--- src/rtl/okrt_pkg.sv ---
// ----------------------------------------------------------------------------
// okrt_pkg
// Types and codes shared by the ordered keyed record table.
// ----------------------------------------------------------------------------
`timescale 1ns / 1ps
`default_nettype none

package okrt_pkg;

    localparam int KEY_W    = 24;
    localparam int SAL_W    = 24;
    localparam int DEP_W    = 16;
    localparam int ACT_W    = 3;
    localparam int POS_W    = 5;
    localparam int STAT_W   = 3;
    localparam int COUNT_W  = 6;

    localparam logic [ACT_W-1:0] ACT_LOAD   = 3'd0;
    localparam logic [ACT_W-1:0] ACT_ADD    = 3'd1;
    localparam logic [ACT_W-1:0] ACT_UPDATE = 3'd2;
    localparam logic [ACT_W-1:0] ACT_DELETE = 3'd3;
    localparam logic [ACT_W-1:0] ACT_READ   = 3'd4;

    localparam logic [STAT_W-1:0] ST_OK      = 3'd0;
    localparam logic [STAT_W-1:0] ST_UNKNOWN = 3'd1;
    localparam logic [STAT_W-1:0] ST_EMPTY   = 3'd2;
    localparam logic [STAT_W-1:0] ST_FULL    = 3'd3;
    localparam logic [STAT_W-1:0] ST_BADPOS  = 3'd4;

    typedef struct packed {
        logic [KEY_W-1:0] key;
        logic [SAL_W-1:0] sal;
        logic [DEP_W-1:0] dep;
    } rec_t;

    typedef struct packed {
        logic load;
        logic upd;
        logic shift;
    } cell_ctrl_t;

endpackage

`default_nettype wire

--- src/rtl/okrt_cell.sv ---
// ----------------------------------------------------------------------------
// okrt_cell
// One table slot: holds a record, compares its key, loads, updates or takes
// the record of its right-hand neighbor when the table closes a gap.
// ----------------------------------------------------------------------------
`timescale 1ns / 1ps
`default_nettype none

module okrt_cell
    import okrt_pkg::*;
(
    input  wire logic             clk,
    input  wire cell_ctrl_t       ctrl,
    input  wire rec_t             new_rec,
    input  wire rec_t             neighbor_rec,
    input  wire logic             valid,
    input  wire logic [KEY_W-1:0] cmp_key,
    output rec_t                  rec,
    output logic                  match
);

    rec_t rec_reg;
    rec_t rec_next;

    always_comb
    begin
        rec_next = rec_reg;
        if (ctrl.shift)
        begin
            rec_next = neighbor_rec;
        end
        else if (ctrl.load)
        begin
            rec_next = new_rec;
        end
        else if (ctrl.upd)
        begin
            rec_next.sal = new_rec.sal;
            rec_next.dep = new_rec.dep;
        end
    end

    always_ff @(posedge clk)
    begin
        rec_reg <= rec_next;
    end

    assign rec   = rec_reg;
    assign match = valid && (rec_reg.key == cmp_key);

endmodule

`default_nettype wire

--- config.mk ---
export PLATFORM = sky130hd
export DESIGN_NAME = okrt_cell
export DESIGN_NICKNAME = d
export VERILOG_FILES = /design/src/rtl/okrt_pkg.sv /design/src/rtl/okrt_cell.sv
export SDC_FILE = /design/constraint.sdc
export NUM_CORES = 1
export LEC_CHECK = 0
export ABC_AREA = 1
export BUFFER_PORTS_ARGS = -buffer_cell sky130_fd_sc_hd__clkbuf_2
export CORE_ASPECT_RATIO = 0.8
export CORE_MARGIN = 2
export CORE_UTILIZATION = 45
export CTS_CLUSTER_SIZE = 10
export DETAILED_ROUTE_END_ITERATION = 10
export PLACE_DENSITY_LB_ADDON = 0.05
export SETUP_SLACK_MARGIN = 0.2
export SYNTH_ARGS = -nofsm -noshare
export SYNTH_HDL_FRONTEND = slang
export SYNTH_SLANG_ARGS = --single-unit
--- constraint.sdc ---
create_clock -name clk -period 6.04 [get_ports clk]
set_input_delay 0.302 -clock clk [delete_from_list [all_inputs] [get_ports clk]]
set_output_delay 0.302 -clock clk [all_outputs]
set_load 0.05 [all_outputs]
### After elaboration in Yosys (flattened, before gate mapping)

Index checks and enable logic that the tools add are counted.

* add/subtract/negate cells: 0
* multipliers: 0
* div/mod/pow operators: 0
* order comparisons: 0
* equality and inequality tests: 1
* shift operators: 0
* muxes and demuxes: 4
* bitwise gates (word level): 0
* reductions and logical operators: 3

Operators with widths (count)
* 2-to-1 mux 40 bit: 2
* 2-to-1 mux 64 bit: 1
* == test 24 bit: 1
* 2-to-1 mux 24 bit: 1
* nonzero test 3 bit: 1
* nonzero test 2 bit: 1
* logical AND 1 bit: 1

* register bits after elaboration: 64
* latch bits: 0
* memory bits (writable): 0
* memory bits (read-only): 0
* bits of input ports: 157
* output and inout port bits: 65
* word-level logic and storage cells: 11
* memories: 0

### Depth between registers and ports, before layout

Gate-level depths: netlist of run 1.

* word-level depth: 3
* gate-level depth with buffers: 8

### Worst setup path before layout of run 1

Ideal clock, no wire load.

* kind: input -> register
* from: input port ctrl[2] in the netlist's numbering
* to: register rec_reg (netlist bit rec[0]), enable pin
* setup time: 399 ps
* arrival time: 1917 ps
* data required time: 5641 ps
* path slack: 3723 ps
* stages: 2
* cells stage by stage: or2_1 -> or2_1

* cells in the longest elaborated chain, start to end: 1

Ends and longest elaborated chain
* start, declared: line okrt_cell.sv:13 `input wire cell_ctrl_t ctrl,`
* nonzero test 3 bit (no line)
* end signal, assigned: line okrt_cell.sv:45 `rec_reg <= rec_next;`
* end, declared: line okrt_cell.sv:22 `rec_t rec_reg;`

No other way between the ends.
A chain may end at the register's enable or synchronous reset.

### Worst setup path in the final report of run 1

* from: input port ctrl[0] in the netlist's numbering
* to: register rec_reg (netlist bit rec[12]), enable pin

Same word-level chain as after synthesis.

==> out/metrics.csv, run 1 <==
metric,value,unit
startpoint of the lowest-slack hold path,new_rec[15],
synthesized flop and latch total,64,
Worst Hold Endpoint,rec[15],
Clock Power Share,0.267,
mean instance size in the synthesized netlist,8.18,µm²
Overflow after GRT,0,
portion of total power attributed to sequential cells,0.449,
run status,"complete, no violations",
reported max-cap violation count,0,
net count after synthesis,557,
RD Place Congestion,0.855,
clock-pin slew on the worst setup and hold paths,0.07,ns
number of iterations in the first detailed-routing pass,4,
CTS hold repair buffers,0,
area growth from synthesis to layout,39.6,%
Clock Path Buffers,2,
overall power after layout,1.26,mW
Die X,99.3,µm
top fanout value on the critical path,66,
top-area cell type share of the netlist area,0.588,
"FFs w/ async S/R, synth",0,
startpoint class of the critical path,primary input,
CTS tree,done,
"EDFF count, synth",64,
"top cells by area, synth","sky130_fd_sc_hd__edfxtp_1 59%, sky130_fd_sc_hd__nand2_1 29%, sky130_fd_sc_hd__inv_1 4.8%, sky130_fd_sc_hd__buf_6 2.1%, sky130_fd_sc_hd__nor2_1 1.6%",
count of mapped cells out of synthesis,400,
leakage power figure,2.69,nW
Via Count,3158,
buffers added on ports,221,
largest net degree at the start of global routing,67,
Synth Area in Adders,0,
flip-flop count of the largest register after layout,64,
total number of yosys warnings,0,
Boundary Pins,222,
Achievable Freq,372,MHz
clock root buffer master,sky130_fd_sc_hd__clkbuf_8,
setup-violating endpoint count in the final report,0,
RSZ-0062 raised after global routing,false,
sequential share of the synthesized area,0.588,
Num Clock Sinks,64,
post-CTS setup buffer count,0,
endpoints failing hold,0,
wire length of the first global-routing pass,13.1,mm
violation count after the first detailed-routing iteration,100,
initial standard-cell utilization of the core,0.470,
H-tree levels,3,
Simple-Gate Fraction of Synth Area,0.319,
pin slew with the least headroom to its limit,1.02,ns
Routed Wire Length,8.59,mm
number of inserted diodes,0,
"Worst Path Class, Setup",in2reg,
Worst VDD drop,145,µV
switch share,0.346,
post-DP HPWL,6.78,mm
max-slew violation total from the final report,0,
internal power,0.826,mW
Worst EP arrival,2.64,ns
antenna violations before repair,0,
mean routed wirelength per cell,12.1,µm
layout net count,777,
Crit path required time,6.00,ns
ANT nets after route,0,
Post-Route Utilization,0.656,
dominant combinational cell family by area after synthesis,simple AND/OR/NAND/NOR gates,
net switching power,0.437,mW
most used standard cell by instance count after synthesis,sky130_fd_sc_hd__nand2_1,
worst min-delay path class,in2reg,
row cnt,27,
count of unique library cells instantiated by Yosys,15,
count of cells resized by post-cts repair,0,
min Tclk post-route,2.69,ns
number of global-route vias before repair,2905,
vias per std cell,4.44,
Comb pwr share,0.283,
power density over the cells,277,nW/µm²
final-layout setup total negative slack,0,ns
combined area of all synthesized cells,3270,µm²
most frequently used flop master after synthesis,sky130_fd_sc_hd__edfxtp_1,
All-Layer GR Usage,0.216,
Die Area,7970,µm²
Synth area leader,sky130_fd_sc_hd__edfxtp_1,
final period utilization,0.445,
placeable core region,6960,µm²
Worst slew margin,0.321,
fraction of the mapped netlist area in compound gates,0.00383,
category of the worst setup path capture point,register,
clock buffer count from CTS,9,
die height,80.3,µm
post-route DRC violation count,0,
most frequent cells after synthesis,"256 x sky130_fd_sc_hd__nand2_1, 64 x sky130_fd_sc_hd__edfxtp_1, 42 x sky130_fd_sc_hd__inv_1",
Hold Crit Depth,3,
multiplexer share of the synthesized area,0,
xor and xnor area share after synthesis,0.00803,
ratio of cells with drive above 1 in the final layout,0.383,
[routing by layer]
layer / vias to the layer above / routed length, µm / global-route usage / share of wire
met5: - / 0 / 0 / 0
met4: 0 / 197 / 0.0767 / 0.023
met3: 19 / 854 / 0.0783 / 0.099
met2: 141 / 4350 / 0.383 / 0.51
met1: 1341 / 3180 / 0.241 / 0.37
li1: 1657 / - / - / -
[stage by stage]
step	setup WS [ns]	instance area (µm²)	hold slack, ns	std cells
floorplan	3.72	3270	0.481	400
global placement	3.02	4390	0.570	696
detailed placement	2.90	4390	0.570	696
CTS	3.26	4560	0.214	711
global route	3.01	4560	0.220	711
finish	3.35	4560	0.226	711
[logic make-up after synthesis]
| logic type | Yosys count |
|---|---|
| flip-flops | 64 |
| buffers and inverters | 56 |
| AO/OA/AOI/OAI | 2 |
| AND/OR/NAND/NOR | 275 |
| XOR/XNOR | 3 |
[worst max-delay path, cell delays in order]
cell and delay (ns):
sky130_fd_sc_hd__clkbuf_2 0.08, sky130_fd_sc_hd__buf_4 0.50, sky130_fd_sc_hd__or2_1 0.87, sky130_fd_sc_hd__or2_2 0.89
[placed cells by master (no fill, tap or decap)]
master | netlist | routed
sky130_fd_sc_hd__inv_2 | 1 | 1
sky130_fd_sc_hd__or2_2 | 0 | 1
sky130_fd_sc_hd__edfxtp_1 | 64 | 64
sky130_fd_sc_hd__o211ai_1 | 1 | 1
sky130_fd_sc_hd__inv_1 | 42 | 42
sky130_fd_sc_hd__nor2_2 | 2 | 2
sky130_fd_sc_hd__clkinv_2 | 0 | 3
sky130_fd_sc_hd__xor2_1 | 1 | 1
sky130_fd_sc_hd__nand2_1 | 256 | 256
sky130_fd_sc_hd__xnor2_1 | 2 | 2
sky130_fd_sc_hd__or2_1 | 2 | 1
sky130_fd_sc_hd__clkbuf_2 | 0 | 221
sky130_fd_sc_hd__nor2_1 | 14 | 14
sky130_fd_sc_hd__buf_4 | 1 | 1
sky130_fd_sc_hd__o21ai_1 | 1 | 1
sky130_fd_sc_hd__clkbuf_1 | 0 | 1
sky130_fd_sc_hd__clkbuf_8 | 0 | 9
sky130_fd_sc_hd__nand3_1 | 1 | 1
sky130_fd_sc_hd__bufinv_16 | 0 | 1
sky130_fd_sc_hd__clkinv_1 | 0 | 1
[worst max path at each step]
stage	to	startpoint	slack (ns)	depth (start not counted)
finish	rec[12]	ctrl[0]	3.35	4
global placement	rec[0]	ctrl[0]	3.02	4
global route	rec[38]	ctrl[0]	3.01	4
detailed placement	rec[3]	ctrl[0]	2.90	4
CTS	rec[3]	ctrl[0]	3.26	4
floorplan	rec[0]	ctrl[2]	3.72	2
[area by class of cell]
class | count | area [µm²]
Sequential cell | 64 | 1920
Fill cell | 623 | 2390
Inverter | 43 | 161
Clock buffer | 10 | 128
Timing Repair Buffer | 222 | 1110
Clock inverter | 5 | 48.8
Tap cell | 87 | 109
Multi-Input combinational cell | 280 | 1080
[power groups by stage]
| stage | Sequential, mW | Clock (mW) | Combinational (mW) |
|---|---|---|---|
| floorplan | 0.744 | 0 | 0.0796 |
| global placement | 0.575 | 0 | 0.356 |
| detailed placement | 0.577 | 0 | 0.361 |
| CTS | 0.568 | 0.346 | 0.362 |
| global route | 0.573 | 0.364 | 0.385 |
| finish | 0.567 | 0.338 | 0.358 |
Note: power is estimated with default switching activity, not from simulation.
==> run 2, diff against run 1 <==
Settings changed: CORE_UTILIZATION 45 to 38.
Clock period 6.04 ns to 2.3 ns, I/O delays scaled along.
==> run 2 against run 1 <==
  * Clock power increased to 2.7 times the previous value
  * Final area increased by 1.5%
  * Die area increased by 18%
  * Utilization decreased by 10 points
  * Via count increased by 0.25%
  * Non-clock buffer count increased by 3
  * Sequential cell count unchanged
==> out/metrics.csv, run 2 (synthesis gave the netlist of run 1 again) <==
metric,value,unit,change
post-CTS setup buffer count,0,,unchanged
CTS hold repair buffers,0,,unchanged
endpoints failing hold,0,,unchanged
antenna violations before repair,0,,unchanged
overall power after layout,3.33,mW,was 1.26 mW
ratio of cells with drive above 1 in the final layout,0.384,,was 0.383
violation count after the first detailed-routing iteration,172,,was 100
die height,87.0,µm,was 80.3 µm
Worst EP arrival,1.61,ns,was 2.64 ns
Overflow after GRT,0,,unchanged
mean routed wirelength per cell,11.7,µm,was 12.1 µm
clock-pin slew on the worst setup and hold paths,0.07,ns,about the same
All-Layer GR Usage,0.183,,was 0.216
Num Clock Sinks,64,,unchanged
largest net degree at the start of global routing,41,,was 67
min Tclk post-route,1.73,ns,
post-route DRC violation count,0,,unchanged
Worst VDD drop,327,µV,was 145 µV
flip-flop count of the largest register after layout,64,,unchanged
row cnt,30,,was 27
Achievable Freq,579,MHz,
Fill cells,849,,was 623
final-layout setup total negative slack,0,ns,unchanged
RD Place Congestion,0.830,,was 0.855
CTS tree,done,,unchanged
reported max-cap violation count,0,,unchanged
category of the worst setup path capture point,output port,,was register
Worst slew margin,0.371,,was 0.321
setup-violating endpoint count in the final report,0,,unchanged
Via Count,3166,,was 3158
Worst Setup SP,rec[58],,was ctrl[0]
post-DP HPWL,6.83,mm,was 6.78 mm
family of cells with the greatest summed delay on the critical path,simple AND/OR/NAND/NOR gates,,unchanged
startpoint class of the critical path,register,,was primary input
Hold Slack,0.0416,ns,was 0.226 ns
Routed Wire Length,8.65,mm,was 8.59 mm
clock buffer count from CTS,9,,unchanged
Critical Path Slowest Stage Cell,sky130_fd_sc_hd__edfxtp_1,,was sky130_fd_sc_hd__or2_2
met2 routed WL,4.37,mm,was 4.35 mm
count of cells resized by post-cts repair,0,,unchanged
routed wire length on met3,778,µm,was 854 µm
routed length on met1,3.41,mm,was 3.18 mm
crit path buf inv count,2,,unchanged
Die Area,9370,µm²,was 7970 µm²
initial standard-cell utilization of the core,0.389,,was 0.470
buffers added on ports,221,,unchanged
largest incremental delay on the critical path,0.40,ns,was 0.89 ns
max-slew violation total from the final report,0,,unchanged
number of global-route vias before repair,2893,,was 2905
Boundary Pins,222,,unchanged
layout net count,780,,was 777
H-tree levels,3,,unchanged
clock root buffer master,sky130_fd_sc_hd__clkbuf_8,,unchanged
placeable core region,8410,µm²,was 6960 µm²
cell repeated most along the worst path,sky130_fd_sc_hd__nor2_1,,
run status,"complete, no violations",,unchanged
"Worst Path Class, Setup",reg2out,,was in2reg
power density over the cells,720,nW/µm²,was 277 nW/µm²
area growth from synthesis to layout,41.7,%,was 39.6%
number of inserted diodes,0,,unchanged
leakage power figure,2.71,nW,was 2.69 nW
top fanout value on the critical path,2,,was 66
ANT nets after route,0,,unchanged
RSZ-0062 raised after global routing,false,,unchanged
Crit path required time,2.18,ns,was 6.00 ns
highest-count cells in the layout ignoring fill and taps,"256 x sky130_fd_sc_hd__nand2_1, 221 x sky130_fd_sc_hd__clkbuf_2, 64 x sky130_fd_sc_hd__edfxtp_1",,unchanged
wire length of the first global-routing pass,13.1,mm,about the same
Clock Path Buffers,2,,unchanged
highest routing layer actually used,met4,,unchanged
startpoint of the lowest-slack hold path,new_rec[22],,was new_rec[15]
final period utilization,0.751,,
vias per std cell,4.28,,was 4.44
"leading cell type in the layout, fill and taps excluded",sky130_fd_sc_hd__nand2_1,,unchanged
number of iterations in the first detailed-routing pass,4,,unchanged
Die X,108,µm,was 99.3 µm
pin slew with the least headroom to its limit,0.943,ns,was 1.02 ns
critical path cell sequence,"inv_1, nor2_1, nor2_1, nand2_1, nor2_1, nand3_1, nor2_2, clkbuf_2",,"was clkbuf_2, buf_4, or2_1, or2_2"
worst min-delay path class,in2reg,,unchanged
[run 2: cell types whose count changed in the layout (fill, tap and decap cells not counted)]
cell                       delta
sky130_fd_sc_hd__clkinv_1     +1
sky130_fd_sc_hd__buf_12       +1
sky130_fd_sc_hd__buf_4        +2
sky130_fd_sc_hd__clkbuf_1     +1
sky130_fd_sc_hd__clkinv_2     -1
[run 2: worst paths after layout]
path,cells after the start,end,slack [ns]
worst max-delay path,8,match,0.57
worst min-delay path,3,rec[22],0.04
[run 2: power by group]
part | internal (mW) | switching, mW | total, mW
clock | 0.490 | 0.411 | 0.902
combinational | 0.257 | 0.691 | 0.948
sequential | 1.43 | 0.0538 | 1.48
[run 2: final cells by class]
cell class | instances | area (µm²) | share of cell area
inverter | 43 | 161 | 0.0348
multi-input combinational | 280 | 1080 | 0.234
sequential | 64 | 1920 | 0.415
clock inverter | 5 | 47.5 | 0.0103
clock buffer | 11 | 131 | 0.0284
tap | 112 | 140 | 0.0302
timing repair buffer | 225 | 1150 | 0.248
[run 2: metrics by stage]
step | std cells | worst slack (ns) | util | instance area (µm²)
finish | 740 | 0.572 | 0.551 | 4630
global route | 740 | 0.427 | 0.551 | 4630
CTS | 740 | 0.545 | 0.551 | 4630
detailed placement | 724 | 0.702 | 0.530 | 4450
global placement | 724 | 0.754 | 0.530 | 4450
floorplan | 400 | 0.528 | - | 3270
[run 2: per-layer routing]
metal	vias up	GRT usage
met3	9	0.0703
met2	133	0.333
met5	-	0
met4	0	0.0478
met1	1362	0.202
li1	1662	-
==> run 3, diff against run 2 <==
Settings changed: ABC_AREA 1 to 0, CORE_UTILIZATION 38 to 40.
Clock period 2.3 ns to 1.7 ns, I/O delays scaled along.
==> run 3 against run 2 <==
  * The run now ends with setup timing left
  * Sequential share of layout area is 1.9 points higher
  * Total power is 38% higher
  * Routed wire length is 17% lower
  * First-iteration DRC count is 78% lower
  * Synthesized cell count is 57% lower
  * Clock power is 52% higher
  * Global-route usage is 1.0 points lower
  * Utilization is 5.7 points higher
==> out/metrics.csv, run 3 <==
metric,value,unit,change
"Worst Path Class, Setup",reg2out,,unchanged
H-tree levels,3,,unchanged
"leading cell type in the layout, fill and taps excluded",sky130_fd_sc_hd__clkbuf_2,,was sky130_fd_sc_hd__nand2_1
clock root buffer master,sky130_fd_sc_hd__clkbuf_8,,unchanged
ANT nets after route,0,,unchanged
fraction of the mapped netlist area in compound gates,0,,was 0.00383
Synth Area in Adders,0,,unchanged
reported max-cap violation count,0,,unchanged
violated checks,setup timing,,
Post-Place Cell Area,4200,µm²,was 4450 µm²
Crit path required time,1.62,ns,was 2.18 ns
Achievable Freq,516,MHz,
count of mapped cells out of synthesis,170,,was 400
post-route DRC violation count,0,,unchanged
number of global-route vias before repair,2175,,was 2893
post-CTS setup buffer count,0,,unchanged
category of the worst setup path capture point,output port,,unchanged
power density over the cells,1040,nW/µm²,was 720 nW/µm²
Via Count,2282,,was 3166
buffers added on ports,221,,unchanged
top-area cell type share of the netlist area,0.649,,was 0.588
"top cells by area, synth","sky130_fd_sc_hd__edfxtp_1 65%, sky130_fd_sc_hd__mux2_2 24%, sky130_fd_sc_hd__xor2_1 4.4%, sky130_fd_sc_hd__xnor2_1 2.7%, sky130_fd_sc_hd__buf_2 1.2%",,"was sky130_fd_sc_hd__edfxtp_1 59%, sky130_fd_sc_hd__nand2_1 29%, sky130_fd_sc_hd__inv_1 4.8%, sky130_fd_sc_hd__buf_6 2.1%, sky130_fd_sc_hd__nor2_1 1.6%"
highest-count cells in the layout ignoring fill and taps,"220 x sky130_fd_sc_hd__clkbuf_2, 64 x sky130_fd_sc_hd__mux2_2, 64 x sky130_fd_sc_hd__edfxtp_1",,"was 256 x sky130_fd_sc_hd__nand2_1, 221 x sky130_fd_sc_hd__clkbuf_2, 64 x sky130_fd_sc_hd__edfxtp_1"
Simple-Gate Fraction of Synth Area,0.0241,,was 0.319
final-layout setup total negative slack,-0.238,ns,was 0 ns
Die X,100,µm,was 108 µm
Boundary Pins,222,,unchanged
synthesized flop and latch total,64,,unchanged
most frequent cells after synthesis,"64 x sky130_fd_sc_hd__edfxtp_1, 64 x sky130_fd_sc_hd__mux2_2, 15 x sky130_fd_sc_hd__xor2_1",,"was 256 x sky130_fd_sc_hd__nand2_1, 64 x sky130_fd_sc_hd__edfxtp_1, 42 x sky130_fd_sc_hd__inv_1"
placeable core region,7290,µm²,was 8410 µm²
Fill cells,617,,was 849
Num Clock Sinks,64,,unchanged
area growth from synthesis to layout,49.8,%,was 41.7%
endpoints failing hold,0,,unchanged
Worst slew margin,0.620,,was 0.371
net switching power,1.47,mW,was 1.16 mW
dominant combinational cell family by area after synthesis,multiplexers,,was simple AND/OR/NAND/NOR gates
min Tclk post-route,1.94,ns,
net count after synthesis,327,,was 557
antenna violations before repair,0,,unchanged
wire length of the first global-routing pass,10.4,mm,was 13.1 mm
sequential cell area,1920,µm²,unchanged
leakage power figure,2.06,nW,was 2.71 nW
worst min-delay path class,in2reg,,unchanged
CTS tree,done,,unchanged
multiplexer share of the synthesized area,0.244,,was 0
startpoint class of the critical path,register,,unchanged
ratio of cells with drive above 1 in the final layout,0.759,,was 0.384
sequential share of the synthesized area,0.649,,was 0.588
vias per std cell,4.63,,was 4.28
run status,"complete, but fails checks",,"was complete, no violations"
final period utilization,1.14,,
violation count after the first detailed-routing iteration,38,,was 172
pin slew with the least headroom to its limit,0.570,ns,was 0.943 ns
setup-violating endpoint count in the final report,1,,was 0
flip-flop count of the largest register after layout,64,,unchanged
top fanout value on the critical path,2,,unchanged
CTS hold repair buffers,0,,unchanged
most frequently used flop master after synthesis,sky130_fd_sc_hd__edfxtp_1,,unchanged
Die Area,8110,µm²,was 9370 µm²
RD Place Congestion,0.776,,was 0.830
max-slew violation total from the final report,0,,unchanged
row cnt,28,,was 30
total number of yosys warnings,0,,unchanged
"EDFF count, synth",64,,unchanged
final worst-path setup slack,-0.238,ns,was 0.572 ns
"FFs w/ async S/R, synth",0,,unchanged
Worst VDD drop,616,µV,was 327 µV
count of unique library cells instantiated by Yosys,12,,was 15
number of inserted diodes,0,,unchanged
mean routed wirelength per cell,14.6,µm,was 11.7 µm
initial standard-cell utilization of the core,0.406,,was 0.389
internal power,3.14,mW,was 2.18 mW
placed insts,477,,was 724
layout net count,555,,was 780
Clock Power Share,0.297,,was 0.270
post-DP HPWL,5.67,mm,was 6.83 mm
number of iterations in the first detailed-routing pass,5,,was 4
clock-pin slew on the worst setup and hold paths,0.07,ns,about the same
largest net degree at the start of global routing,42,,was 41
Comb pwr share,0.268,,was 0.284
area taken by multi-input logic gates,1020,µm²,was 1080 µm²
mean instance size in the synthesized netlist,17.4,µm²,was 8.18 µm²
RSZ-0062 raised after global routing,true,,was false
Overflow after GRT,0,,unchanged
combined area of all synthesized cells,2960,µm²,was 3270 µm²
clock buffer count from CTS,9,,unchanged
switch share,0.319,,was 0.347
Synth area leader,sky130_fd_sc_hd__edfxtp_1,,unchanged
Routed Wire Length,7.19,mm,was 8.65 mm
Worst EP arrival,1.85,ns,was 1.61 ns
Clock Path Buffers,2,,unchanged
"final std cell area, no fill",4430,µm²,was 4630 µm²
xor and xnor area share after synthesis,0.0710,,was 0.00803
portion of total power attributed to sequential cells,0.434,,was 0.445
Non-Filler Instances,493,,was 740
All-Layer GR Usage,0.173,,was 0.183
die height,80.9,µm,was 87.0 µm
run 3: power by group through the flow:
stage | logic [mW] | clock network, mW | registers (mW)
after floorplan | 0.240 | 0 | 2.64
after global placement | 1.24 | 0 | 2.03
after detailed placement | 1.24 | 0 | 2.04
after CTS | 1.24 | 1.42 | 2.01
after global routing | 1.30 | 1.48 | 2.02
final | 1.24 | 1.37 | 2.00
run 3: routing by layer:
metal	up-vias	global-route usage	share of wire
met2	129	0.314	0.51
met4	0	0.0726	0.021
met5	-	0	0
li1	1109	-	-
met3	14	0.0714	0.10
met1	1030	0.177	0.37
run 3: layout make-up:
cell class,count,area share
Sequential cell,64,0.434
Tap cell,90,0.0254
Clock buffer,9,0.0280
Timing Repair Buffer,224,0.262
Clock inverter,7,0.0195
Multi-Input combinational cell,99,0.231
run 3: path summary, 6_finish.rpt:
check / startpoint / endpoint / slack, ns / depth (start not counted)
worst min-delay path: neighbor_rec[27] / rec[27] / 0.05 / 2
worst max-delay path: rec[41] / match / -0.24 / 5
run 3: timing repair:
| item | in CTS | in global routing |
|---|---|---|
| pin swaps | 3 | 5 |
| endpoints found under the setup margin | 1 | 1 |
| resized for setup | 2 | 2 |
run 3: cells by family after synthesis:
logic type	after synthesis
muxes	64
and+or+nand+nor	11
xor gates and xnor gates	24
buffers and inverters	7
DFF	64
run 3: critical path, cell delays in order (launching register included):
cell                       delay (ns)
sky130_fd_sc_hd__edfxtp_1        0.40
sky130_fd_sc_hd__xor2_1          0.17
sky130_fd_sc_hd__nor4_2          0.28
sky130_fd_sc_hd__nand3_1         0.19
sky130_fd_sc_hd__nor4_4          0.25
sky130_fd_sc_hd__clkbuf_8        0.22
run 3: stage by stage:
stage	hold slack, ns	total power, mW	util	worst slack [ns]
after floorplan	0.305	2.88	-	-0.245
after global routing	0.0215	4.80	0.608	-0.351
final	0.0484	4.61	0.608	-0.238
after detailed placement	0.390	3.28	0.576	0.00997
after global placement	0.387	3.26	0.576	0.0413
after CTS	0.0290	4.66	0.606	-0.246
